==> src/rtl/core/dhs_pkg.sv <==
// Shared types, widths and constants of the depth difference hole scorer.
// Used by every module of the block; depends on nothing else.
package dhs_pkg;

    // Field widths.
    localparam int DEPTH_W  = 16;
    localparam int TAG_W    = 8;
    localparam int CFG_W    = 17;
    localparam int PROB_W   = 16;
    localparam int CIDX_W   = 3;

    // Widths of the Gaussian exponent datapath.
    localparam int AZ_W     = 17;
    localparam int SQ_W     = 2 * AZ_W;
    localparam int DEN_W    = 2 * DEPTH_W;
    localparam int NUM_W    = 42;
    localparam int REM_W    = 44;
    localparam int ACC_W    = 17;
    localparam int PROD_W   = 33;

    // The exponent is computed in Q8 with twelve bits; 3072 and above underflows.
    localparam int EXP_BITS = 12;

    // Configuration register indexes.
    localparam logic [CIDX_W-1:0] CFG_MIN_CUTOFF    = 3'd0;
    localparam logic [CIDX_W-1:0] CFG_MAX_CUTOFF    = 3'd1;
    localparam logic [CIDX_W-1:0] CFG_ASSIGN_METHOD = 3'd2;
    localparam logic [CIDX_W-1:0] CFG_GAUSS_CENTER  = 3'd3;
    localparam logic [CIDX_W-1:0] CFG_GAUSS_SPREAD  = 3'd4;

    // Reset values of the configuration registers.
    localparam logic signed [CFG_W-1:0] MIN_CUTOFF_RST   = 17'sd0;
    localparam logic signed [CFG_W-1:0] MAX_CUTOFF_RST   = 17'sd1000;
    localparam logic                    METHOD_RST       = 1'b0;
    localparam logic signed [CFG_W-1:0] GAUSS_CENTER_RST = 17'sd0;
    localparam logic [DEPTH_W-1:0]      GAUSS_SPREAD_RST = 16'd100;

    // Probability constants.
    localparam logic [PROB_W-1:0] PROB_ONE  = 16'hFFFF;
    localparam logic [PROB_W-1:0] PROB_ZERO = 16'h0000;
    localparam logic [ACC_W-1:0]  ACC_ONE   = 17'h10000;
    localparam logic [PROD_W-1:0] ROUND_Q16 = 33'd32768;

    // exp(-2^k/256) in Q0.16, rounded to nearest.
    localparam logic [15:0] EXP_FACTOR [EXP_BITS] = '{
        16'd65280, 16'd65026, 16'd64520, 16'd63520, 16'd61565, 16'd57835,
        16'd51039, 16'd39750, 16'd24109, 16'd8869,  16'd1200,  16'd22
    };

    // Per-item flags that travel alongside the arithmetic.
    typedef struct packed {
        logic [TAG_W-1:0] tag;
        logic             assigned;
        logic             zero_diff;
        logic             zero_spread;
        logic             overflow;
    } dhs_meta_t;

    // One finished result item.
    typedef struct packed {
        logic [TAG_W-1:0]  tag;
        logic              assigned;
        logic [PROB_W-1:0] probability;
    } dhs_result_t;

endpackage

==> src/rtl/core/dhs_div.sv <==
// Restoring divider that forms the twelve-bit Q8 exponent, one quotient bit
// per pipeline stage. Depends on dhs_pkg.
module dhs_div
(
    input  logic                              clk,
    input  logic                              rst_n,
    input  logic                              en,
    input  logic                              in_valid,
    input  dhs_pkg::dhs_meta_t                in_meta,
    input  logic [dhs_pkg::NUM_W-1:0]         in_num,
    input  logic [dhs_pkg::DEN_W-1:0]         in_den,
    output logic                              out_valid,
    output dhs_pkg::dhs_meta_t                out_meta,
    output logic [dhs_pkg::EXP_BITS-1:0]      out_quot
);
    import dhs_pkg::*;

    logic                v_reg    [EXP_BITS];
    dhs_meta_t           meta_reg [EXP_BITS];
    logic [REM_W-1:0]    rem_reg  [EXP_BITS];
    logic [DEN_W-1:0]    den_reg  [EXP_BITS];
    logic [EXP_BITS-1:0] quot_reg [EXP_BITS];

    for (genvar k = 0; k < EXP_BITS; k++)
    begin : g_step
        logic                v_in;
        dhs_meta_t           meta_in;
        logic [REM_W-1:0]    rem_in;
        logic [DEN_W-1:0]    den_in;
        logic [EXP_BITS-1:0] quot_in;
        logic [REM_W-1:0]    shifted;
        logic                take;
        logic [REM_W-1:0]    rem_next;
        logic [EXP_BITS-1:0] quot_next;

        // The first step takes the front end; later steps chain.
        if (k == 0)
        begin : g_first
            assign v_in    = in_valid;
            assign meta_in = in_meta;
            assign rem_in  = REM_W'(in_num);
            assign den_in  = in_den;
            assign quot_in = '0;
        end
        else
        begin : g_next
            assign v_in    = v_reg[k-1];
            assign meta_in = meta_reg[k-1];
            assign rem_in  = rem_reg[k-1];
            assign den_in  = den_reg[k-1];
            assign quot_in = quot_reg[k-1];
        end

        // Trial subtraction of the divisor at the weight of this bit.
        assign shifted   = REM_W'(den_in) << (EXP_BITS - 1 - k);
        assign take      = (rem_in >= shifted);
        assign rem_next  = take ? (rem_in - shifted) : rem_in;
        assign quot_next = take ? (quot_in | (EXP_BITS'(1) << (EXP_BITS - 1 - k)))
                                : quot_in;

        always_ff @(posedge clk or negedge rst_n)
        begin
            if (!rst_n)
            begin
                v_reg[k] <= 1'b0;
            end
            else if (en)
            begin
                v_reg[k] <= v_in;
            end
        end

        always_ff @(posedge clk)
        begin
            if (en)
            begin
                meta_reg[k] <= meta_in;
                rem_reg[k]  <= rem_next;
                den_reg[k]  <= den_in;
                quot_reg[k] <= quot_next;
            end
        end
    end

    assign out_valid = v_reg[EXP_BITS-1];
    assign out_meta  = meta_reg[EXP_BITS-1];
    assign out_quot  = quot_reg[EXP_BITS-1];

endmodule

==> config.mk <==
export PLATFORM = sky130hd
export DESIGN_NAME = dhs_div
export DESIGN_NICKNAME = d
export VERILOG_FILES = /design/src/rtl/core/dhs_pkg.sv /design/src/rtl/core/dhs_div.sv
export SDC_FILE = /design/constraint.sdc
export NUM_CORES = 2
export LEC_CHECK = 0
export ABC_AREA = 1
export BUFFER_PORTS_ARGS = -buffer_cell sky130_fd_sc_hd__clkbuf_2
export CORE_AREA = 2 2 564 510
export DETAILED_ROUTE_END_ITERATION = 7
export DIE_AREA = 0 0 566 512
export PLACE_DENSITY = 0.36
export SYNTH_ARGS = -nofsm -noshare
export SYNTH_HDL_FRONTEND = slang
export SYNTH_SLANG_ARGS = --single-unit
==> constraint.sdc <==
create_clock -name clk -period 3.4 [get_ports clk]
set_clock_uncertainty 0.1 [all_clocks]
set_input_delay 0.34 -clock clk [delete_from_list [all_inputs] [get_ports clk]]
set_output_delay 0.34 -clock clk [all_outputs]
set_load 0.03 [all_outputs]
# Word-level counts from Yosys, hierarchy flattened
# Memory sizes are Yosys's and may differ from the RTL's.
# Cells that the tools add are included.
# word_totals
romBits	0
regBits	12
in_bits	90
output_inout_bits	25
latchBits	0
ram_bits	1200
word_cells	66
n_memories	4
# op_classes
n_reduce_logical	0
n_lt_le_gt_ge	12
n_bitwise	0
shift	0
n_addsub	12
n_eq_ne	0
mul	0
div_mod_pow	0
muxes	26
# mem_list
memory	words	word_bits	read_ports	rd_ports_with_merged_regs	write_ports	line_no	source
rem_reg	12	44	11	0	12	dhs_div.sv:20	logic [REM_W-1:0] rem_reg [EXP_BITS];
den_reg	12	32	11	0	12	dhs_div.sv:21	logic [DEN_W-1:0] den_reg [EXP_BITS];
meta_reg	12	12	12	0	12	dhs_div.sv:19	dhs_meta_t meta_reg [EXP_BITS];
quot_reg	12	12	12	0	12	dhs_div.sv:22	logic [EXP_BITS-1:0] quot_reg [EXP_BITS];
# op_table
operator	n
two-way mux 44 bit	12
>= comparator 44 x 32 -> 1 bit	1
>= comparator 44 x 33 -> 1 bit	1
>= comparator 44 x 34 -> 1 bit	1
>= comparator 44 x 35 -> 1 bit	1
>= comparator 44 x 36 -> 1 bit	1
>= comparator 44 x 37 -> 1 bit	1
>= comparator 44 x 38 -> 1 bit	1
>= comparator 44 x 39 -> 1 bit	1
>= comparator 44 x 40 -> 1 bit	1
>= comparator 44 x 41 -> 1 bit	1
>= comparator 44 x 42 -> 1 bit	1
subtractor 42 x 43 -> 44 bit	1
subtractor 44 x 32 -> 44 bit	1
subtractor 44 x 33 -> 44 bit	1
subtractor 44 x 34 -> 44 bit	1
subtractor 44 x 35 -> 44 bit	1
subtractor 44 x 36 -> 44 bit	1
subtractor 44 x 37 -> 44 bit	1
subtractor 44 x 38 -> 44 bit	1
subtractor 44 x 39 -> 44 bit	1
subtractor 44 x 40 -> 44 bit	1
subtractor 44 x 41 -> 44 bit	1
subtractor 44 x 42 -> 44 bit	1
13 further kinds	15

# Depth between registers and ports, before layout
# An unclocked memory read counts as a cell.
# depth
ltp_word	3
depth_mapped	18
depth_no_buf	17

# Worst setup path after synthesis
# No wires, ideal clock.
# synth_path
path_type	register -> register
start	memory rem_reg[0][10]
end	memory rem_reg[1][35] (data pin)
setup_time_ps	253
path_buffers	1
period_less_slack_ps	2377
required_time_ps	3047
path_slack_ps	1023
stages_incl_launch_ff	18
arrival_time_ps	2023
cell_sequence	edfxtp_1 -> inv_1 -> ha_1 -> inv_1 -> fa_1 -> nand2_1 -> nand2_1 -> nand3_1 -> nand2_1 -> nand2_1 -> nand2_1 -> nand2_1 -> nand2_1 -> nand2_1 -> nand2_4 -> buf_2 -> nand3_1 -> nand2_1
# synth_lines
item	line_no
from (decl)	dhs_div.sv:20

==> impl_metrics.tcl <==
set metrics [dict create \
    r2r_cells 12 \
    cp.arrival_ps 3710 \
    design_area_mm2 0.08370 \
    syn_area_mm2 0.07065 \
    hold_depth 2 \
    ioPinCount 115 \
    routed_wl_mm 307.7 \
    start_util_pct 24.86 \
    place_inst 13499 \
    timing.final.crit_share_pct 96.45 \
    worstSkewPairLatency_ps 840 \
    cts.reportedPaths.clkPinSlew_ps 60 \
    synth-main-ff-cell "edfxtp_1" \
    final-instance-count-excl-fill 13861 \
    grt_pass1_wl_mm 437.0 \
    dieArea_mm2 0.2898 \
    p_per_area_mw_per_mm2 797.0 \
    ir_drop_mv 0.3844 \
    cp_num_buf_inv 3 \
    cts_sinks 1070 \
    drt-met1-wl_mm 148.2 \
    num_vias 61294 \
    wl_met2_mm 134.5 \
    rows 186 \
    clock_path_buffers 4 \
    cp-end-kind "register" \
    cts-root-buf "clkbuf_16" \
    synth-edff-count 1058 \
    status "complete, no violations" \
    dp_hpwl_mm 259.9 \
    route.top_layer_used "met5" \
    core_area_mm2 0.2842 \
    syn_avg_cell_area_um2 7.485 \
    dr.pass1.iters 6 \
    grt_pass1_vias 60309 \
    hold_path_class "in2reg" \
    ys_warn_count 0 \
    crit_path_cell_trace "inv_1 -> ha_1 -> a21oi_1 -> o21bai_1 -> a21oi_1 -> nand2_1 -> nor2_1 -> nand2_2 -> buf_4 -> nand2_1 -> nand2_1 -> buf_12" \
    die_x_um 566 \
    wl_per_cell_um 22.20 \
    layout.nets 10469 \
    wl_met3_mm 14.49 \
    whs_ps 135.1 \
    area_delta_synth_final_pct 18.47 \
    routed_via_density 4.422 \
    required_ps 3830 \
    grt_max_degree 110 \
    synth_nets 9923 \
    cp_slowest_cell "a21oi_1" \
    placed_area_mm2 0.07779 \
    n_fill_cell 31000 \
    drtAntennaViolNets 0 \
    gp_congestion 0.9776 \
    die-height_um 512 \
    grt_overflow 0 \
    cts-buffers-inserted 151 \
    hold_violations 0 \
    fin_crit_ps 3279 \
    p_leak_nw 41.55 \
    critPathMaxFanout 12 \
    drtIter0Drc 4639 \
    slew_viol_final 0 \
    cts_tree "yes" \
    async_flop_share_pct 1.121 \
    worst_pin_slew_ps 861.7 \
    crit_top_cell "nand2_1" \
    synth_area_leaders "edfxtp_1 (45%), nand2_1 (20%), inv_1 (9.8%)" \
    rsz0062_at_grt "false" \
    yosysTopAreaCellShare_pct 44.97 \
    path_delay_family "compound AO/OA/AOI/OAI gates" \
    slowest_delay_ps 420 \
    grt_use_total_pct 20.84 \
    ys_seq_area_share_pct 45.39 \
    crit_cells 12 \
    yosysTopAreaCell "edfxtp_1" \
    finalSetupViolCount 0 \
    largest_reg_flops 484 \
    maxCapViolCount 0 \
    fmax_ghz 0.3049 \
    h-tree-depth 4 \
    numPortBuffers 114 \
    antenna_found_initial 17 \
    ys_ff_latch 1070 \
    crit_type "reg2reg" \
    drive_above_1_share_pct 7.381 \
    max_slew_margin_pct 42.02 \
    synthCells 9439 \
    drcViolationCount 0 \
    startpoint_type "register" \
    timing.setup.tns_ps 0 \
    ys_types 48 \
]
## synth_stat cells (9+ instances only)
cell type     n
a21oi_1     318
a21oi_2      11
and2_1       10
buf_2        29
buf_4        23
buf_6        16
dfrtp_1      12
edfxtp_1   1058
fa_1         11
ha_1        383
inv_1      1853
inv_2        24
nand2_1    3795
nand2_2      31
nand2_4      25
nand3_1     491
nand3b_1     59
nand4_1      90
nor2_1      718
nor2_2        9
nor3_1       82
o21ai_0      86
o21bai_1     33
or2_2        13
xnor2_1      15
xor2_1      181
## per-stage QoR
stage	util [%]	setup slack (ps)	total power [mW]
after floorplan	-	1023	37.90
final	29.46	120.6	66.71
after global placement	27.38	-337.6	51.06
after global routing	29.46	5.581	71.60
after CTS	29.43	56.17	67.52
after detailed placement	27.38	-255.8	50.78
## layout by cell type (no fill, tap or decap), types with 24 or more instances in the layout
cell           Yosys  final
nand3b_1          59     59
nand3_1          491    490
a21oi_1          318    317
nor3_1            82     78
o21bai_1          33     33
clkbuf_1           4     24
inv_2             24     25
buf_4             23    230
xor2_1           181    181
dlygate4sd3_1      0     90
o21ai_0           86     85
nand2_1         3795   3792
ha_1             383    382
nand2_4           25     25
buf_12             2     35
nand4_1           90     90
inv_1           1853   1851
clkbuf_16          0    154
edfxtp_1        1058   1058
clkbuf_2           0    113
nand2_2           31     34
clkinv_1           7     25
nor2_1           718    714
## worst register-to-register path: stages, from the launching register on
cell and delay [ps]:
edfxtp_1 400, inv_1 100, ha_1 300, a21oi_1 340, o21bai_1 160, a21oi_1 420, nand2_1 100, nor2_1 120
nand2_2 230, buf_4 230, nand2_1 70, nand2_1 220, buf_12 220
## power by group
group / switching (mW) / internal (mW) / leakage, nW / total (mW)
Sequential: 2.40 / 18.2 / 10.4 / 20.6
Clock: 6.35 / 9.72 / 2.38 / 16.1
Combinational: 20.7 / 9.36 / 28.7 / 30.0
Total: 29.4 / 37.3 / 41.5 / 66.7
## routing by layer
metal | vias up | global-route usage, %
li1 | 30562 | -
met1 | 29054 | 29.15
met2 | 1357 | 32.82
met3 | 317 | 3.142
met4 | 4 | 6.608
met5 | - | 0
## repair_timing
item,4_1_cts,5_1_grt
pin swaps,0,0
hold endpoints to repair,105,0
resized for setup,5,13
hold buffers,90,0
endpoints found under the setup margin,36,40
buffers inserted,0,3
## final cells by class
class,instances,area (um2),share of cell area (%)
clock inverters,81,920.9,1.100
inverters,1886,7088,8.468
multi-input cells,6407,31010,37.04
repair buffers,469,3909,4.670
diodes,7,17.52,0.02093
clock buffers,181,3985,4.761
flip-flops and latches,1070,32070,38.32
well taps,3760,4705,5.620
## path summary, 6_finish.rpt
path	startpoint	endpoint	slack, ps
worst max-delay path	den_reg[0][60]	rem_reg[2][30]	120
worst min-delay path	in_meta[9]	meta_reg[0][9]	140
worst max register to register	den_reg[0][60]	rem_reg[2][30]	120
worst min register to register	quot_reg[2][10]	quot_reg[3][10]	280
max in group asynchronous	rst_n	g_step[8].v_in	2310
min in group asynchronous	rst_n	g_step[2].v_in	500
## kinds of logic after synthesis
| kind of cell | share of synthesized area [%] |
|---|---|
| and+or+nand+nor | 30.69 |
| muxes | 0.03187 |
| adders and majority gates | 7.094 |
| AOI/OAI and AO/OA | 3.547 |
| buffers and inverters | 10.82 |
| DFF | 45.39 |
| xor gates and xnor gates | 2.430 |
Note: power is estimated with default switching activity, not from simulation.
