--- config.mk ---
export PLATFORM = sky130hd
export DESIGN_NAME = dhs_front
export DESIGN_NICKNAME = d
export VERILOG_FILES = /design/src/rtl/core/dhs_pkg.sv /design/src/rtl/core/dhs_front.sv
export SDC_FILE = /design/constraint.sdc
export NUM_CORES = 2
export LEC_CHECK = 0
export BUFFER_PORTS_ARGS = -buffer_cell sky130_fd_sc_hd__clkbuf_2
export CAP_MARGIN = 30
export CORE_MARGIN = 10
export CORE_UTILIZATION = 55
export CTS_CLUSTER_DIAMETER = 40
export DETAILED_ROUTE_END_ITERATION = 12
export PLACE_DENSITY = 0.77
export SLEW_MARGIN = 20
export SYNTH_ARGS = -nofsm -noshare
export SYNTH_HDL_FRONTEND = slang
export SYNTH_SLANG_ARGS = --single-unit
--- constraint.sdc ---
create_clock -name clk -period 7.6 [get_ports clk]
set_input_delay 1.52 -clock clk [delete_from_list [all_inputs] [get_ports clk]]
set_output_delay 1.52 -clock clk [all_outputs]
set_load 0.01 [all_outputs]
--- src/rtl/core/dhs_pkg.sv ---
// Shared types, widths and constants of the depth difference hole scorer.
// Used by every module of the block; depends on nothing else.
package dhs_pkg;

    // Field widths.
    localparam int DEPTH_W  = 16;
    localparam int TAG_W    = 8;
    localparam int CFG_W    = 17;
    localparam int PROB_W   = 16;
    localparam int CIDX_W   = 3;

    // Widths of the Gaussian exponent datapath.
    localparam int AZ_W     = 17;
    localparam int SQ_W     = 2 * AZ_W;
    localparam int DEN_W    = 2 * DEPTH_W;
    localparam int NUM_W    = 42;
    localparam int REM_W    = 44;
    localparam int ACC_W    = 17;
    localparam int PROD_W   = 33;

    // The exponent is computed in Q8 with twelve bits; 3072 and above underflows.
    localparam int EXP_BITS = 12;

    // Configuration register indexes.
    localparam logic [CIDX_W-1:0] CFG_MIN_CUTOFF    = 3'd0;
    localparam logic [CIDX_W-1:0] CFG_MAX_CUTOFF    = 3'd1;
    localparam logic [CIDX_W-1:0] CFG_ASSIGN_METHOD = 3'd2;
    localparam logic [CIDX_W-1:0] CFG_GAUSS_CENTER  = 3'd3;
    localparam logic [CIDX_W-1:0] CFG_GAUSS_SPREAD  = 3'd4;

    // Reset values of the configuration registers.
    localparam logic signed [CFG_W-1:0] MIN_CUTOFF_RST   = 17'sd0;
    localparam logic signed [CFG_W-1:0] MAX_CUTOFF_RST   = 17'sd1000;
    localparam logic                    METHOD_RST       = 1'b0;
    localparam logic signed [CFG_W-1:0] GAUSS_CENTER_RST = 17'sd0;
    localparam logic [DEPTH_W-1:0]      GAUSS_SPREAD_RST = 16'd100;

    // Probability constants.
    localparam logic [PROB_W-1:0] PROB_ONE  = 16'hFFFF;
    localparam logic [PROB_W-1:0] PROB_ZERO = 16'h0000;
    localparam logic [ACC_W-1:0]  ACC_ONE   = 17'h10000;
    localparam logic [PROD_W-1:0] ROUND_Q16 = 33'd32768;

    // exp(-2^k/256) in Q0.16, rounded to nearest.
    localparam logic [15:0] EXP_FACTOR [EXP_BITS] = '{
        16'd65280, 16'd65026, 16'd64520, 16'd63520, 16'd61565, 16'd57835,
        16'd51039, 16'd39750, 16'd24109, 16'd8869,  16'd1200,  16'd22
    };

    // Per-item flags that travel alongside the arithmetic.
    typedef struct packed {
        logic [TAG_W-1:0] tag;
        logic             assigned;
        logic             zero_diff;
        logic             zero_spread;
        logic             overflow;
    } dhs_meta_t;

    // One finished result item.
    typedef struct packed {
        logic [TAG_W-1:0]  tag;
        logic              assigned;
        logic [PROB_W-1:0] probability;
    } dhs_result_t;

endpackage

--- src/rtl/core/dhs_front.sv ---
// Front end: corner mean, depth difference, window test, squared terms and
// the numerator and limit of the exponent division. Depends on dhs_pkg.
module dhs_front
(
    input  logic                                clk,
    input  logic                                rst_n,
    input  logic                                en,
    input  logic                                in_valid,
    input  logic [dhs_pkg::DEPTH_W-1:0]         corner_depth_0,
    input  logic [dhs_pkg::DEPTH_W-1:0]         corner_depth_1,
    input  logic [dhs_pkg::DEPTH_W-1:0]         corner_depth_2,
    input  logic [dhs_pkg::DEPTH_W-1:0]         corner_depth_3,
    input  logic [dhs_pkg::DEPTH_W-1:0]         keypoint_depth,
    input  logic [dhs_pkg::TAG_W-1:0]           hole_tag,
    input  logic signed [dhs_pkg::CFG_W-1:0]    min_cutoff,
    input  logic signed [dhs_pkg::CFG_W-1:0]    max_cutoff,
    input  logic signed [dhs_pkg::CFG_W-1:0]    gauss_center,
    input  logic [dhs_pkg::DEPTH_W-1:0]         gauss_spread,
    output logic                                out_valid,
    output dhs_pkg::dhs_meta_t                  out_meta,
    output logic [dhs_pkg::NUM_W-1:0]           out_num,
    output logic [dhs_pkg::DEN_W-1:0]           out_den
);
    import dhs_pkg::*;

    // Stage registers.
    logic                      v1_reg, v2_reg, v3_reg, v4_reg, v5_reg, v6_reg;
    logic [TAG_W-1:0]          tag1_reg, tag2_reg, tag3_reg;
    logic [DEPTH_W-1:0]        kp1_reg;
    logic [DEPTH_W:0]          s01_reg, s23_reg;
    logic signed [CFG_W-1:0]   d2_reg;
    logic                      asg3_reg;
    logic signed [CFG_W:0]     z3_reg;
    dhs_meta_t                 meta4_reg, meta5_reg, meta6_reg;
    logic [SQ_W-1:0]           sq4_reg;
    logic [DEN_W-1:0]          s24_reg, den5_reg, den6_reg;
    logic [NUM_W-1:0]          num5_reg, num6_reg;
    logic [REM_W-1:0]          lim5_reg;

    // Next values.
    logic [DEPTH_W:0]          s01_next, s23_next;
    logic [DEPTH_W+1:0]        sum_all;
    logic [DEPTH_W-1:0]        mean;
    logic signed [CFG_W-1:0]   d2_next;
    logic                      asg3_next;
    logic signed [CFG_W:0]     z3_next;
    logic signed [CFG_W:0]     neg_z;
    logic [AZ_W-1:0]           az;
    dhs_meta_t                 meta4_next, meta6_next;
    logic [SQ_W-1:0]           sq4_next;
    logic [DEN_W-1:0]          s24_next;
    logic [NUM_W-1:0]          num5_next;
    logic [REM_W-1:0]          lim5_next;

    // Stage 1: pairwise corner sums.
    assign s01_next = {1'b0, corner_depth_0} + {1'b0, corner_depth_1};
    assign s23_next = {1'b0, corner_depth_2} + {1'b0, corner_depth_3};

    // Stage 2: floor of the corner mean and the signed depth difference.
    assign sum_all = {1'b0, s01_reg} + {1'b0, s23_reg};
    assign mean    = sum_all[DEPTH_W+1:2];
    assign d2_next = $signed({1'b0, kp1_reg}) - $signed({1'b0, mean});

    // Stage 3: strict window test and offset from the Gaussian centre.
    assign asg3_next = (d2_reg > min_cutoff) && (d2_reg < max_cutoff);
    assign z3_next   = $signed({d2_reg[CFG_W-1], d2_reg})
                     - $signed({gauss_center[CFG_W-1], gauss_center});

    // Stage 4: magnitude of the offset, then both squares.
    assign neg_z    = -z3_reg;
    assign az       = z3_reg[CFG_W] ? neg_z[AZ_W-1:0] : z3_reg[AZ_W-1:0];
    assign sq4_next = {{AZ_W{1'b0}}, az} * {{AZ_W{1'b0}}, az};
    assign s24_next = {{DEPTH_W{1'b0}}, gauss_spread} * {{DEPTH_W{1'b0}}, gauss_spread};

    always_comb
    begin
        meta4_next             = '0;
        meta4_next.tag         = tag3_reg;
        meta4_next.assigned    = asg3_reg;
        meta4_next.zero_diff   = (z3_reg == '0);
        meta4_next.zero_spread = (gauss_spread == '0);
    end

    // Stage 5: rounded numerator and the underflow limit 3072 times the divisor.
    assign num5_next = NUM_W'({sq4_reg, 7'b0}) + NUM_W'(s24_reg >> 1);
    assign lim5_next = REM_W'({s24_reg, 11'b0}) + REM_W'({s24_reg, 10'b0});

    // Stage 6: underflow flag.
    always_comb
    begin
        meta6_next          = meta5_reg;
        meta6_next.overflow = (REM_W'(num5_reg) >= lim5_reg);
    end

    // Valid bits.
    always_ff @(posedge clk or negedge rst_n)
    begin
        if (!rst_n)
        begin
            v1_reg <= 1'b0;
            v2_reg <= 1'b0;
            v3_reg <= 1'b0;
            v4_reg <= 1'b0;
            v5_reg <= 1'b0;
            v6_reg <= 1'b0;
        end
        else if (en)
        begin
            v1_reg <= in_valid;
            v2_reg <= v1_reg;
            v3_reg <= v2_reg;
            v4_reg <= v3_reg;
            v5_reg <= v4_reg;
            v6_reg <= v5_reg;
        end
    end

    // Payload registers.
    always_ff @(posedge clk)
    begin
        if (en)
        begin
            tag1_reg  <= hole_tag;
            kp1_reg   <= keypoint_depth;
            s01_reg   <= s01_next;
            s23_reg   <= s23_next;
            tag2_reg  <= tag1_reg;
            d2_reg    <= d2_next;
            tag3_reg  <= tag2_reg;
            asg3_reg  <= asg3_next;
            z3_reg    <= z3_next;
            meta4_reg <= meta4_next;
            sq4_reg   <= sq4_next;
            s24_reg   <= s24_next;
            meta5_reg <= meta4_reg;
            num5_reg  <= num5_next;
            den5_reg  <= s24_reg;
            lim5_reg  <= lim5_next;
            meta6_reg <= meta6_next;
            num6_reg  <= num5_reg;
            den6_reg  <= den5_reg;
        end
    end

    assign out_valid = v6_reg;
    assign out_meta  = meta6_reg;
    assign out_num   = num6_reg;
    assign out_den   = den6_reg;

endmodule

After elaboration in Yosys (flattened, before gate mapping)

Index checks and enable logic that the tools add are counted.
W data, S select, Z words.

Register bits after elaboration: 408
Input bits: 159
Output and inout bits: 87
Word-level logic and storage cells: 52

$add $sub $neg: 8
Multiply operators: 2
Magnitude comparators: 3
Mux-type cells: 1
Reduce and logical (&&, ||, !) cells: 3

Operators with widths:

| kind                | number |
|---|---|
| $add A43 B42 Y44    | 1 |
| $ge A42 B44 Y1      | 1 |
| $add A41 B31 Y42    | 1 |
| $add A16 B16 Y17    | 2 |
| $mul A17 B17 Y34    | 1 |
| $mul A16 B16 Y32    | 1 |
| $add A17 B17 Y18    | 1 |
| $logic_not A18 Y1   | 1 |
| $sub A17 B17 Y18    | 1 |
| $gt A17 B17 Y1      | 1 |
| $lt A17 B17 Y1      | 1 |
| $mux W17            | 1 |
| $neg A17 Y17        | 1 |
| $sub A16 B16 Y17    | 1 |
| $logic_not A16 Y1   | 1 |
| $logic_and A1 B1 Y1 | 1 |

Longest topological paths before layout

Word-level depth: 3
Mapped depth: 30

Worst setup path after synthesis

No wires, ideal clock.

Path type: input port to flip-flop
From: input port gauss_spread[1] in the netlist's numbering
To: register s24_reg[31], data pin
Setup time: 258 ps
Data arrival time: 7609 ps
Data required time: 7342 ps
Slack: -266 ps
Stages on the path: 22
Path through: clkbuf_1 clkbuf_1 nand2_1 fa_1 inv_1 fa_1 fa_1 fa_1 inv_1 fa_1 fa_1 inv_1 ha_1 a21o_1 a21o_1 a21oi_2 o22ai_1 or3_4 a221o_1 a311o_1 a221o_1 xnor2_1

Cells in the longest elaborated chain, start to end: 1

Ends and longest elaborated chain:

| item                 | line             | text |
|---|---|---|
| from (decl)          | dhs_front.sv:18  | `input logic [dhs_pkg::DEPTH_W-1:0] gauss_spread,` |
| $mul A16 B16 Y32     | dhs_front.sv:73  | `assign s24_next = {{DEPTH_W{1'b0}}, gauss_spread} * {{DEPTH_W{1'b0}}, gauss_spread};` |
| via s24_next[31]     | dhs_front.sv:51  | `logic [DEN_W-1:0] s24_next;` |
| to (signal assigned) | dhs_front.sv:134 | `s24_reg <= s24_next;` |
| to (decl)            | dhs_front.sv:36  | `logic [DEN_W-1:0] s24_reg, den5_reg, den6_reg;` |

The timed path passes the listed nets, and every way through them passes these cells.
A chain may end at the register's enable or synchronous reset.

Worst setup path after layout

From: register z3_reg[6]
To: register sq4_reg[31], data pin

Cells in the longest elaborated chain, start to end: 3

Ends and longest elaborated chain:

| item                   | line             | text |
|---|---|---|
| from (decl)            | dhs_front.sv:33  | `logic signed [CFG_W:0] z3_reg;` |
| from (signal assigned) | dhs_front.sv:131 | `z3_reg <= z3_next;` |
| $neg A17 Y17           | dhs_front.sv:70  | `assign neg_z = -z3_reg;` |
| $mux W17 (*)           | dhs_front.sv:71  | `assign az = z3_reg[CFG_W] ? neg_z[AZ_W-1:0] : z3_reg[AZ_W-1:0];` |
| $mul A17 B17 Y34 (*)   | dhs_front.sv:72  | `assign sq4_next = {{AZ_W{1'b0}}, az} * {{AZ_W{1'b0}}, az};` |
| via sq4_next[31]       | dhs_front.sv:50  | `logic [SQ_W-1:0] sq4_next;` |
| to (signal assigned)   | dhs_front.sv:133 | `sq4_reg <= sq4_next;` |
| to (decl)              | dhs_front.sv:35  | `logic [SQ_W-1:0] sq4_reg;` |

Mark *: on every way through the listed nets, which the timed path passes. The rest lies on a longest branch.

==> impl_summary.log <==
[metrics] outcome: completed
[metrics] register clock-pin slew on the reported worst setup and hold paths: 0.05 ns
[metrics] proportion of synthesized flip-flops having asynchronous set or reset: 1.59%
[metrics] Final Slew Violations: 0
[metrics] height of the die: ~270 µm
[metrics] met1 capacity usage during global routing: around 25%
[metrics] CTS tree: done
[metrics] average cell area after synthesis: 10.7 µm²
[metrics] worst-path maximum fanout: 7
[metrics] number of antenna violations at the first check in global routing: 4
[metrics] leading cell types in the layout, fill and taps excluded: inv_1 (647), ha_1 (405), edfxtp_1 (371), fa_1 (361), clkbuf_2 (242)
[metrics] number of top-level design ports: approximately 250
[metrics] maximum number of pins on one net before global-route repair: 186
[metrics] half-perimeter wire length of the detailed placement result: approximately 61000 µm
[metrics] global-route met2 utilization: a little over a third
[metrics] final-report setup violation count: 0
[metrics] Max Cap Violations: 0
[metrics] share of the yosys chip area belonging to registers: around 33%
[metrics] area share of the largest cell type after synthesis: 32.2%
[metrics] final count of hold timing violations: 0
[metrics] global-route wire length before repair: 122000 µm
[metrics] number of buffers added on ports: 243
[metrics] yosys synthesis warning count: 0
[metrics] worst-case clock buffer depth: 3
[metrics] CTS H-Tree Depth: 2
[metrics] Post-Route WL: roughly 74000 µm
[metrics] count of unique library cells instantiated by Yosys: 75
[metrics] global-route track usage on met3: 4.41%
[metrics] final weighted congestion of routability-driven global placement: ~0.95
[metrics] number of global-route vias before repair: 24700
[metrics] insertion delay to the later sink of the worst-skew pair: 0.64 ns
[metrics] Initial Util: 55.8%
[metrics] Synth Cell Area: 0.0346 mm²
[metrics] end-of-flow core utilization: 64.2%
[metrics] cts-stage hold buffer count: 0
[metrics] starting DRC count in detailed routing: about 1300
[metrics] Worst Path Arrival: 7.61 ns
[metrics] number of vias after detailed routing: 23700
[metrics] Critical Path Source Type: flop
[metrics] most frequently used flop master after synthesis: edfxtp_1
[metrics] final worst-path cycle share: 95.9%
[metrics] setup TNS: 0 ns
[metrics] grt ovf: 0
[metrics] die area: 0.0733 mm²
[metrics] unrepaired setup endpoints after global routing: true
[metrics] WL per Instance: ~17 µm
[metrics] relative slew slack: a little under a fifth
[metrics] hold crit path type: flop to flop
[metrics] Worst Path Class, Setup: flop to flop
[metrics] largest area contributor in the netlist: edfxtp_1
[metrics] Chip Width: 271 µm
[metrics] std cell rows: 91
[metrics] Max Freq: 137 MHz
[metrics] area growth from synthesis to layout: 15.0%
[metrics] top post-synthesis cells by area: edfxtp_1 (32%), fa_1 (21%), ha_1 (15%)
[metrics] most common cell after layout, fill and taps aside: inv_1
[metrics] share of layout cells above drive strength 1: 14.9%
[metrics] buffer type at the clock tree root: clkbuf_16
[metrics] DRC Markers: 0
[metrics] endpoint type of the worst setup path: flop
[metrics] DRT antenna net count: 0
[metrics] number of detailed-routing iterations run before antenna repair: 6
[metrics] transition time of the tightest slew-check pin: ~1.2 ns
[metrics] synthesis-stage register bit count: 377
[metrics] clock buffer count from CTS: 56
[metrics] number of standard cells after synthesis: 3230
[metrics] nets@finish: ~4500
[metrics] Worst Path Required: approximately 7.9 ns
[metrics] average via count per standard cell: between 5 and 6
[metrics] clock sinks: 377
[metrics] clock period minus final worst setup slack: 7.29 ns
[metrics] number of enable flip-flop cells after synthesis: 371
[metrics] combined global-route utilization of all metal layers: 20.3%
[metrics] most congested layer reported by global routing: met2
[metrics] Final Skew: 0.0662 ns
[metrics] Std-Cell Core Area: 0.0619 mm²
[stage by stage]
step	setup WS (ns)	hold slack, ns	instance area (µm²)	std cells
after floorplan	0.0445	0.400	34600	3232
after global placement	-0.0911	0.400	37700	4394
after detailed placement	-0.183	0.405	37700	4394
after CTS	0.0320	0.396	39600	4500
after global routing	-0.0216	0.396	39700	4502
final	0.313	0.384	39700	4503
[routing by layer]
layer / routed length, µm / vias to the layer above
li1: - / 11500
met1: 30500 / 11400
met2: 37200 / 639
met3: 4840 / 112
met4: 1740 / 6
met5: 50 / -
[cells in the mapped netlist (all sizes together), types with 49 or more instances]
master    n
a21o    100
a21oi   148
and2     60
clkbuf   49
edfxtp  371
fa      361
ha      408
inv     648
nand2   223
nor2    179
o21ai    96
xnor2   141
xor2     66
[worst max-delay path, stage by stage (launching register included)]
cell and delay, ns:
edfxtp_1 0.50, nor3_4 0.28, nand3_2 0.18, o41ai_2 0.25, xor2_1 0.26, clkinv_1 0.24, nand2_1 0.19, inv_1 0.08
fa_1 0.53, inv_1 0.05, fa_1 0.41, fa_1 0.50, inv_1 0.06, fa_1 0.48, fa_1 0.55, inv_1 0.06
fa_1 0.53, inv_1 0.04, ha_1 0.40, a21o_1 0.23, a21oi_1 0.12, o21ai_1 0.10, a41o_1 0.29, a211oi_2 0.20
o21ba_2 0.19, o21ai_0 0.10, xor2_1 0.15
[area by class of cell]
cell class	instances	area, µm²
fillers	4879	22200
multi-input cells	2141	20700
inverters	654	2450
clock buffers	59	1410
diodes	1	2.50
repair buffers	387	2320
clock inverters	47	510
flip-flops and latches	377	11300
well taps	837	1050
[logic make-up after synthesis]
group                      share of synthesized area [%]
DFF                                                 32.7
AOI/OAI and AO/OA                                   9.42
and+or+nand+nor                                     8.82
muxes                                              0.286
xor gates and xnor gates                            5.25
other                                             0.0108
adders and majority gates                           35.7
buffers and inverters                               7.88
[what timing repair did]
item	4_1_cts	5_1_grt
pin swaps	0	8
setup endpoints to repair	3	14
gates cloned	0	0
resized for setup	1	31
buffers inserted	0	2
[path summary, 6_finish.rpt]
kind | start | endpoint | slack [ns] | cells past startpoint
worst min-delay path | meta5_reg[2] | out_meta[2] | 0.38 | 0
worst max register to register | z3_reg[6] | sq4_reg[31] | 0.31 | 26
min in group asynchronous | rst_n | v3_reg | 0.70 | 1
worst max-delay path | z3_reg[6] | sq4_reg[31] | 0.31 | 26
worst min register to register | meta5_reg[2] | out_meta[2] | 0.38 | 0
max in group asynchronous | rst_n | v5_reg | 6.75 | 1
Power is not shown: default switching activity piles up to over one toggle a cycle in this logic, so the estimate is an artifact.
