`src/rtl/core/dhs_pkg.sv`:
```
// Shared types, widths and constants of the depth difference hole scorer.
// Used by every module of the block; depends on nothing else.
package dhs_pkg;

    // Field widths.
    localparam int DEPTH_W  = 16;
    localparam int TAG_W    = 8;
    localparam int CFG_W    = 17;
    localparam int PROB_W   = 16;
    localparam int CIDX_W   = 3;

    // Widths of the Gaussian exponent datapath.
    localparam int AZ_W     = 17;
    localparam int SQ_W     = 2 * AZ_W;
    localparam int DEN_W    = 2 * DEPTH_W;
    localparam int NUM_W    = 42;
    localparam int REM_W    = 44;
    localparam int ACC_W    = 17;
    localparam int PROD_W   = 33;

    // The exponent is computed in Q8 with twelve bits; 3072 and above underflows.
    localparam int EXP_BITS = 12;

    // Configuration register indexes.
    localparam logic [CIDX_W-1:0] CFG_MIN_CUTOFF    = 3'd0;
    localparam logic [CIDX_W-1:0] CFG_MAX_CUTOFF    = 3'd1;
    localparam logic [CIDX_W-1:0] CFG_ASSIGN_METHOD = 3'd2;
    localparam logic [CIDX_W-1:0] CFG_GAUSS_CENTER  = 3'd3;
    localparam logic [CIDX_W-1:0] CFG_GAUSS_SPREAD  = 3'd4;

    // Reset values of the configuration registers.
    localparam logic signed [CFG_W-1:0] MIN_CUTOFF_RST   = 17'sd0;
    localparam logic signed [CFG_W-1:0] MAX_CUTOFF_RST   = 17'sd1000;
    localparam logic                    METHOD_RST       = 1'b0;
    localparam logic signed [CFG_W-1:0] GAUSS_CENTER_RST = 17'sd0;
    localparam logic [DEPTH_W-1:0]      GAUSS_SPREAD_RST = 16'd100;

    // Probability constants.
    localparam logic [PROB_W-1:0] PROB_ONE  = 16'hFFFF;
    localparam logic [PROB_W-1:0] PROB_ZERO = 16'h0000;
    localparam logic [ACC_W-1:0]  ACC_ONE   = 17'h10000;
    localparam logic [PROD_W-1:0] ROUND_Q16 = 33'd32768;

    // exp(-2^k/256) in Q0.16, rounded to nearest.
    localparam logic [15:0] EXP_FACTOR [EXP_BITS] = '{
        16'd65280, 16'd65026, 16'd64520, 16'd63520, 16'd61565, 16'd57835,
        16'd51039, 16'd39750, 16'd24109, 16'd8869,  16'd1200,  16'd22
    };

    // Per-item flags that travel alongside the arithmetic.
    typedef struct packed {
        logic [TAG_W-1:0] tag;
        logic             assigned;
        logic             zero_diff;
        logic             zero_spread;
        logic             overflow;
    } dhs_meta_t;

    // One finished result item.
    typedef struct packed {
        logic [TAG_W-1:0]  tag;
        logic              assigned;
        logic [PROB_W-1:0] probability;
    } dhs_result_t;

endpackage

```
`src/rtl/core/dhs_out_buf.sv`:
```
// Two-entry output buffer that decouples the pipeline from the receiver and
// produces the pipeline enable from its own fill level. Depends on dhs_pkg.
module dhs_out_buf
(
    input  logic                    clk,
    input  logic                    rst_n,
    input  logic                    push_valid,
    input  dhs_pkg::dhs_result_t    push_data,
    output logic                    room,
    output logic                    out_valid,
    input  logic                    out_ready,
    output dhs_pkg::dhs_result_t    out_data
);
    import dhs_pkg::*;

    logic [1:0]  fill_reg, fill_next;
    dhs_result_t slot0_reg, slot0_next;
    dhs_result_t slot1_reg, slot1_next;
    logic        push, pop;

    // The pipeline moves whenever the buffer is not full.
    assign room      = (fill_reg != 2'd2);
    assign out_valid = (fill_reg != 2'd0);
    assign out_data  = slot0_reg;
    assign push      = push_valid && room;
    assign pop       = out_valid && out_ready;

    // Head and second slot update.
    always_comb
    begin
        slot0_next = slot0_reg;
        slot1_next = slot1_reg;
        if (pop)
        begin
            slot0_next = (fill_reg == 2'd2) ? slot1_reg : push_data;
        end
        else if (push && (fill_reg == 2'd0))
        begin
            slot0_next = push_data;
        end
        if (push && !pop && (fill_reg == 2'd1))
        begin
            slot1_next = push_data;
        end
        fill_next = 2'(fill_reg + {1'b0, push} - {1'b0, pop});
    end

    always_ff @(posedge clk or negedge rst_n)
    begin
        if (!rst_n)
        begin
            fill_reg <= 2'd0;
        end
        else
        begin
            fill_reg <= fill_next;
        end
    end

    always_ff @(posedge clk)
    begin
        slot0_reg <= slot0_next;
        slot1_reg <= slot1_next;
    end

endmodule

```
`config.mk`:
```
export PLATFORM = sky130hd
export DESIGN_NAME = dhs_out_buf
export DESIGN_NICKNAME = d
export VERILOG_FILES = /design/src/rtl/core/dhs_pkg.sv /design/src/rtl/core/dhs_out_buf.sv
export SDC_FILE = /design/constraint.sdc
export NUM_CORES = 1
export LEC_CHECK = 0
export ABC_AREA = 1
export ABC_CLOCK_PERIOD_IN_PS = 2900
export BUFFER_PORTS_ARGS = -buffer_cell sky130_fd_sc_hd__buf_2
export CORE_MARGIN = 5
export CORE_UTILIZATION = 49
export CTS_BUF_LIST = sky130_fd_sc_hd__clkbuf_8
export DETAILED_ROUTE_END_ITERATION = 10
export GPL_ROUTABILITY_DRIVEN = 0
export HOLD_SLACK_MARGIN = 0.02
export PLACE_DENSITY = 0.78
export SLEW_MARGIN = 20
export SYNTH_ARGS = -nofsm -noshare
export SYNTH_HDL_FRONTEND = slang
export SYNTH_SLANG_ARGS = --single-unit
export TNS_END_PERCENT = 50
```
`constraint.sdc`:
```
create_clock -name clk -period 2.9 [get_ports clk]
set_input_delay 0.58 -clock clk [delete_from_list [all_inputs] [get_ports clk]]
set_output_delay 0.58 -clock clk [all_outputs]
set_load 0.05 [all_outputs]
```
# Word-level counts from Yosys, hierarchy flattened
# Index checks and enable logic that the tools add are counted.
dict set report totals {
  register_bits 52
  in_bits 29
  out_inout_bits 27
}
dict set report op_classes {
  add_sub_neg 2
  n_eq_ne 3
  muxes 3
  reduce_logical 9
}
# cell count
set op_table {}
lappend op_table {{$mux 25} 3}
lappend op_table {{$logic_and 1x1->1} 5}
lappend op_table {{$reduce_bool 2->1} 2}
lappend op_table {{$add 2x1->2} 1}
lappend op_table {{$eq 2x1->1 const B} 1}
lappend op_table {{$eq 2x2->1 const B} 1}
lappend op_table {{$logic_not 2->1} 1}
lappend op_table {{$ne 2x2->1 const B} 1}
lappend op_table {{$sub 2x1->2} 1}
lappend op_table {{$logic_not 1->1} 1}

# Logic depth before layout (Yosys ltp)
# Gate-level depths: netlist of the first run.
dict set report logic_depth {
  depth_word 5
  depth_mapped 14
}

# Worst setup path before layout of the first run
# No wires, ideal clock.
dict set report synth_path {
  path_type {register to register}
  from {register fill_reg[1]}
  to {register slot0_reg (netlist bit out_data[0]), enable pin}
  setup_ns 0.442
  arrival_ns 2.709
  required_ns 2.458
  setup_slack_ns -0.251
  path_stages_with_launch 4
  n_path_buf 0
  period_less_slack_ns 3.151
  path_cell_list {dfrtp_1 > nor2_1 > inv_1 > o21ai_0}
}
dict set report synth_between {
  word_cells_on_any_way 7
}
# item line_no
set synth_lines {}
lappend synth_lines {{start: declaration} dhs_out_buf.sv:16} ;# logic [1:0] fill_reg, fill_next;
lappend synth_lines {{start signal: assignment} dhs_out_buf.sv:56} ;# fill_reg <= fill_next;
lappend synth_lines {{$reduce_bool 2->1} dhs_out_buf.sv:23} ;# assign out_valid = (fill_reg != 2'd0);
lappend synth_lines {{via out_valid} dhs_out_buf.sv:10} ;# output logic out_valid,
lappend synth_lines {{$logic_and 1x1->1} dhs_out_buf.sv:26} ;# assign pop = out_valid && out_ready;
lappend synth_lines {{$reduce_bool 2->1 (no source line)} n/a}
lappend synth_lines {{end signal: assignment} dhs_out_buf.sv:62} ;# slot0_reg <= slot0_next;
lappend synth_lines {{end: declaration} dhs_out_buf.sv:17} ;# dhs_result_t slot0_reg, slot0_next;
# The timed path passes the listed nets, and every way through them passes these cells.
# A chain may end at the register's enable or synchronous reset.

# Final worst setup path of the first run
dict set report layout_path {
  from {register fill_reg[1]}
  to {register slot0_reg (netlist bit out_data[18]), enable pin}
}
dict set report layout_between {
  elab_chain_cells 4
  word_cells_on_any_way 7
}
# item line_no
set layout_lines {}
lappend layout_lines {{$ne 2x2->1} dhs_out_buf.sv:22} ;# assign room = (fill_reg != 2'd2);
lappend layout_lines {{$logic_and 1x1->1} dhs_out_buf.sv:25} ;# assign push = push_valid && room;
lappend layout_lines {{$logic_and 1x1->1} dhs_out_buf.sv:37} ;# else if (push && (fill_reg == 2'd0))
lappend layout_lines {{$reduce_bool 2->1 (no source line) *} n/a}
# Mark *: on every way between the ends. The rest lies on a longest branch, timed or not.

==> results.yml, run 1 <==
yosys:
  synth_compound_gate_area_share_pct: 0.237
  synth_seq_cells: 52
  synth_area_per_cell_um2: 13.1
  synth.distinct_cells: 18
  syn_nets: 191
  synth_mux_area_share_pct: 0
  syn_area_um2: 2110
  synthSimpleGateAreaFrac_pct: 20.2
  syn_inst: 161
  synthXorXnorAreaFrac_pct: 0
  ys_seq_area_share_pct: 73.5
  synth_warnings: 0
  synth_adder_area_share_pct: 0.593
  synth_top_family_by_area: "simple AND/OR/NAND/NOR gates"
placed_design:
  dp.final_hpwl_um: 2730
  post-place-ws_ns: 0.894
  io_buffer_count: 55
  dpl_cell_area_um2: 2400
  placed_cells: 262
sta:
  setup_violations: 0
  fin_ws_ns: 1.00
  slew_headroom_pct: 55.6
  fin_setup_tns_ns: 0
  fin_skew_ns: 0.00276
  worst_pin_slew_ns: 0.666
  finalCritPeriodShare_pct: 65.5
  min_period_ns: 1.90
  maxSlewViolCount: 0
  max_freq_mhz: 526
  rsz0062_at_grt: "false"
  finalHoldViolations: 0
  whs_ns: 0.0459
worst_setup_path:
  timing.critical_path.to: "out_data[18]"
  cp-end-kind: "register"
  crit_path_start_kind: "register"
  critPathLaunch: "fill_reg[1]"
  cpMaxStageDelayCell: "o21ai_2"
  cp_data_required_time_ns: 2.90
  r2r_end: "out_data[18]"
  r2r_slack_ns: 1.0
  critPathKind: "register to register"
  arrival_ns: 1.90
  worstPathCellList: "nor2_1 -> inv_1 -> o21ai_2 -> buf_4"
  crit_path_max_fanout: 13
  reg2reg_depth: 4
  rr_startpoint: "fill_reg[1]"
  critPathMaxStageDelay_ns: 0.56
global_route:
  grt_max_degree: 27
  grt-ovfl-total: 0
  antenna_found_initial: 0
  grt_pass1_vias: 1336
  grtUsageTotal_pct: 14.3
  grt_pass1_wl_um: 6040
cts:
  clock_sinks: 52
  cts_buffers: 5
  insertion_delay_ns: 0.30
  clkSlewWorstSetupHoldPaths_ns: 0.09
  postCtsHoldBufs: 0
  ctsLongestPathBuffers: 2
  cts_root_buffer: "clkbuf_8"
  cts_tree: "done"
  post_cts_resized: 0
  post_cts_buffers: 0
  htreeDepth: 2
route:
  dr.pass1.iters: 4
  detail-route-antenna-nets: 0
  dr_total_vias: 1348
  drt_iter0_markers: 88
  viasPerCell: 4.99
  wl_per_cell_um: 14.1
  wirelength_um: 3800
  drc_errors: 0
status:
  status: "completed"
final_layout:
  drive_gt1_share_pct: 36.8
  final_nets: 249
  area_growth_pct: 19.1
  fin_cells: 270
  fill_cells: 346
  fin_area_um2: 2510
  final_core_util_pct: 61.5
  multiInputGateArea_um2: 447
  regArea_um2: 1550
  antenna_cells: 0
job:
  cap_violations: 0
floorplan:
  die_h_um: 75.6
  die-width_um: 75.6
  placementRows: 23
  coreArea_um2: 4090
  num_io_pins: 56
  die_area_um2: 5720
  start_util_pct: 51.7
pwr:
  fin_total_pwr_mw: 2.63
  ir_drop_v: 0.000694
  p_leak_nw: 1.10
  powerDensity_nw_per_um2: 1040
hold_path:
  hold_class: "primary input to async pin"
-- power by group --
group | internal [mW] | total (mW) | switching (mW)
clock network | 0.255 | 0.481 | 0.225
logic | 0.209 | 1.04 | 0.831
registers | 1.05 | 1.11 | 0.0535
total | 1.52 | 2.63 | 1.11
-- layer usage --
| layer | track usage, % | vias to the layer above | share of wire, % | wire length, µm |
|---|---|---|---|---|
| met2 | 25.8 | 46 | 53 | 2020 |
| met4 | 4.08 | 0 | 0.87 | 33 |
| met5 | 0 | - | 0 | 0 |
| met3 | 3.83 | 4 | 7.6 | 289 |
| li1 | - | 667 | - | - |
| met1 | 16.8 | 631 | 38 | 1460 |
-- placed cells by master (no fill, tap or decap), drive strengths merged, types with 2 or more instances in the layout --
cell     n
buf     58
clkbuf   5
dfrtp    2
edfxtp  50
inv     10
nand2   60
nand3   27
nor2     2
-- critical path, delay by kind of cell, from the launching register on --
family	cells	cell delay, ns
flops	1	0.44
compound gates	1	0.56
simple gates	1	0.19
buf+inv	2	0.42
-- cells by family (layout without fill, tap and decap cells) --
group | Yosys count | in the layout
simple gates | 90 | 90
compound gates | 1 | 1
buf+inv | 17 | 76
flops | 52 | 52
fa+ha+maj | 1 | 1
-- Yosys cell counts --
cell / count / area share (%)
o21ai_0: 1 / 0.24
nand2_1: 48 / 8.5
nand2_2: 10 / 3.0
buf_6: 3 / 1.6
nor2_2: 1 / 0.30
nand2_4: 1 / 0.53
buf_4: 1 / 0.36
nand4_1: 1 / 0.30
buf_2: 2 / 0.47
nor2_1: 1 / 0.18
inv_1: 9 / 1.6
nand2_8: 1 / 0.95
dfrtp_1: 2 / 2.4
ha_1: 1 / 0.59
inv_8: 1 / 0.53
nand3_1: 27 / 6.4
buf_12: 1 / 0.95
edfxtp_1: 50 / 71
-- final cells by class --
cell class / count / area share (%)
clock inverters: 3 / 1.69
inverters: 10 / 1.79
clock buffers: 5 / 2.74
well taps: 50 / 2.49
flip-flops and latches: 52 / 61.7
repair buffers: 58 / 11.8
multi-input cells: 92 / 17.8
-- how the worst min path moves through the flow --
stage	startpoint	endpoint	slack (ns)	cells past startpoint
2_1_floorplan	rst_n	fill_reg[0]	0.28	0
6_report	rst_n	fill_reg[1]	0.05	1
4_1_cts	rst_n	fill_reg[1]	0.04	1
5_1_grt	rst_n	fill_reg[0]	0.03	1
3_3_place_gp	rst_n	fill_reg[1]	0.37	1
3_5_place_dp	rst_n	fill_reg[1]	0.37	1
No activity file was read; power rests on OpenSTA's default activity.
==> run 2: changes to the inputs <==
--- a/config.mk
+++ b/config.mk
@@ -6,7 +6,7 @@
 export NUM_CORES = 1
 export LEC_CHECK = 0
 export ABC_AREA = 1
-export ABC_CLOCK_PERIOD_IN_PS = 2900
+export ABC_CLOCK_PERIOD_IN_PS = 1700
 export BUFFER_PORTS_ARGS = -buffer_cell sky130_fd_sc_hd__buf_2
 export CORE_MARGIN = 5
 export CORE_UTILIZATION = 49
==> constraint.sdc (replaced) <==
create_clock -name clk -period 1.7 [get_ports clk]
set_input_delay 0.34 -clock clk [delete_from_list [all_inputs] [get_ports clk]]
set_output_delay 0.34 -clock clk [all_outputs]
set_load 0.05 [all_outputs]
==> results.yml, run 2 (synthesized netlist as in run 1, its figures left out) <==
status:
  status: "completed"
worst_setup_path:
  worstPathCellList: "nor2_2 -> nor2_2 -> inv_1 -> nand3_1 -> nand2_1 -> ha_1 -> inv_1 -> nand2_1 -> nand2_1 -> inv_1 -> nand2_1 -> nand2_1 -> inv_1"
  arrival_ns: 1.78
  cp_data_required_time_ns: 1.90
  critPathKind: "register to register"
  critPathBufInv: 4
  cpMostUsedCell: "nand2_1"
  crit_path_max_fanout: 4
  crit_path_start_kind: "register"
  critPathMaxStageDelay_ns: 0.45
  cp-end-kind: "register"
  path_delay_family: "simple AND/OR/NAND/NOR gates"
  cpMaxStageDelayCell: "dfrtp_2"
route:
  wl_per_cell_um: 14.8
  drt_iter0_markers: 64
  detail-route-antenna-nets: 0
  dr.pass1.iters: 4
  dr_total_vias: 1371
  viasPerCell: 5.02
  wirelength_um: 4050
  drc_errors: 0
floorplan:
  coreArea_um2: 4090
  die-width_um: 75.6
  die_area_um2: 5720
  placementRows: 23
  die_h_um: 75.6
  start_util_pct: 51.7
  num_io_pins: 56
pwr:
  fin_total_pwr_mw: 4.60
  powerDensity_nw_per_um2: 1790
  p_leak_nw: 1.12
  ir_drop_v: 0.00135
final_layout:
  antenna_cells: 0
  regArea_um2: 1550
  final_nets: 252
  multiInputGateArea_um2: 459
  fill_cells: 324
  drive_gt1_share_pct: 38.6
  area_growth_pct: 22.0
  layout_commonest_cell: "buf_2"
  fin_area_um2: 2570
  final_cell_mix: "buf_2, edfxtp_1, nand2_1"
  final_core_util_pct: 63.0
sta:
  whs_ns: 0.233
  slew_headroom_pct: 78.9
  finalCritPeriodShare_pct: 93.1
  maxSlewViolCount: 0
  fin_skew_ns: 0.00556
  max_freq_mhz: 632
  min_period_ns: 1.58
  setup_violations: 0
  worst_pin_slew_ns: 0.317
  finalHoldViolations: 0
cts:
  cts_tree: "done"
  clkSlewWorstSetupHoldPaths_ns: 0.09
  clock_sinks: 52
  cts_buffers: 5
  htreeDepth: 2
  ctsLongestPathBuffers: 2
  insertion_delay_ns: 0.30
  cts_root_buffer: "clkbuf_8"
global_route:
  grt_max_degree: 27
  grtUsageTotal_pct: 14.7
  grt-ovfl-total: 0
  antenna_found_initial: 0
  grt_pass1_vias: 1363
  grt_pass1_wl_um: 6150
hold_path:
  hold_class: "primary input to register"
placed_design:
  dp.final_hpwl_um: 2730
  dpl_cell_area_um2: 2440
  io_buffer_count: 55
job:
  cap_violations: 0
-- run 2: worst paths after layout --
kind	cells past startpoint	slack, ns	start	to
max in group asynchronous	2	1.24	rst_n	fill_reg[1]
min reg2reg	2	0.55	slot1_reg[20]	out_data[20]
max reg2reg	13	0.12	fill_reg[1]	fill_reg[1]
min in group asynchronous	2	0.35	rst_n	fill_reg[0]
min	1	0.23	push_data[15]	slot1_reg[15]
max	13	0.12	fill_reg[1]	fill_reg[1]
-- run 2: through the flow --
stage               instances  setup TNS [ns]  setup slack (ns)
floorplan                 161               0            0.0228
global placement          262               0             0.217
detailed placement        262               0            0.0894
CTS                       271               0            0.0744
global route              273        -0.00159          -0.00159
finish                    273               0             0.117
-- run 2: routing by layer --
layer / part of all wire [%] / up-vias / track usage [%]
met5: 0 / - / 0
met4: 2.0 / 0 / 7.77
met3: 8.1 / 9 / 4.35
met2: 49 / 50 / 25.1
met1: 41 / 639 / 16.6
li1: - / 673 / -
-- run 2: cell type report --
cell class | instances | area share (%)
clock buffer | 5 | 2.67
clock inverter | 3 | 1.51
inverter | 10 | 1.75
multi-input combinational | 92 | 17.8
sequential | 52 | 60.3
tap | 50 | 2.43
timing repair buffer | 61 | 13.5
-- run 2: what timing repair did --
item	4_1_cts	5_1_grt
endpoints found under the hold margin	2	0
endpoints found under the setup margin	0	1
hold buffers	1	0
setup buffers	0	2
resized for setup	0	3
-- run 2: power by group --
part / switching [mW] / internal [mW]
combinational: 1.46 / 0.433
clock: 0.383 / 0.431
sequential: 0.0982 / 1.79
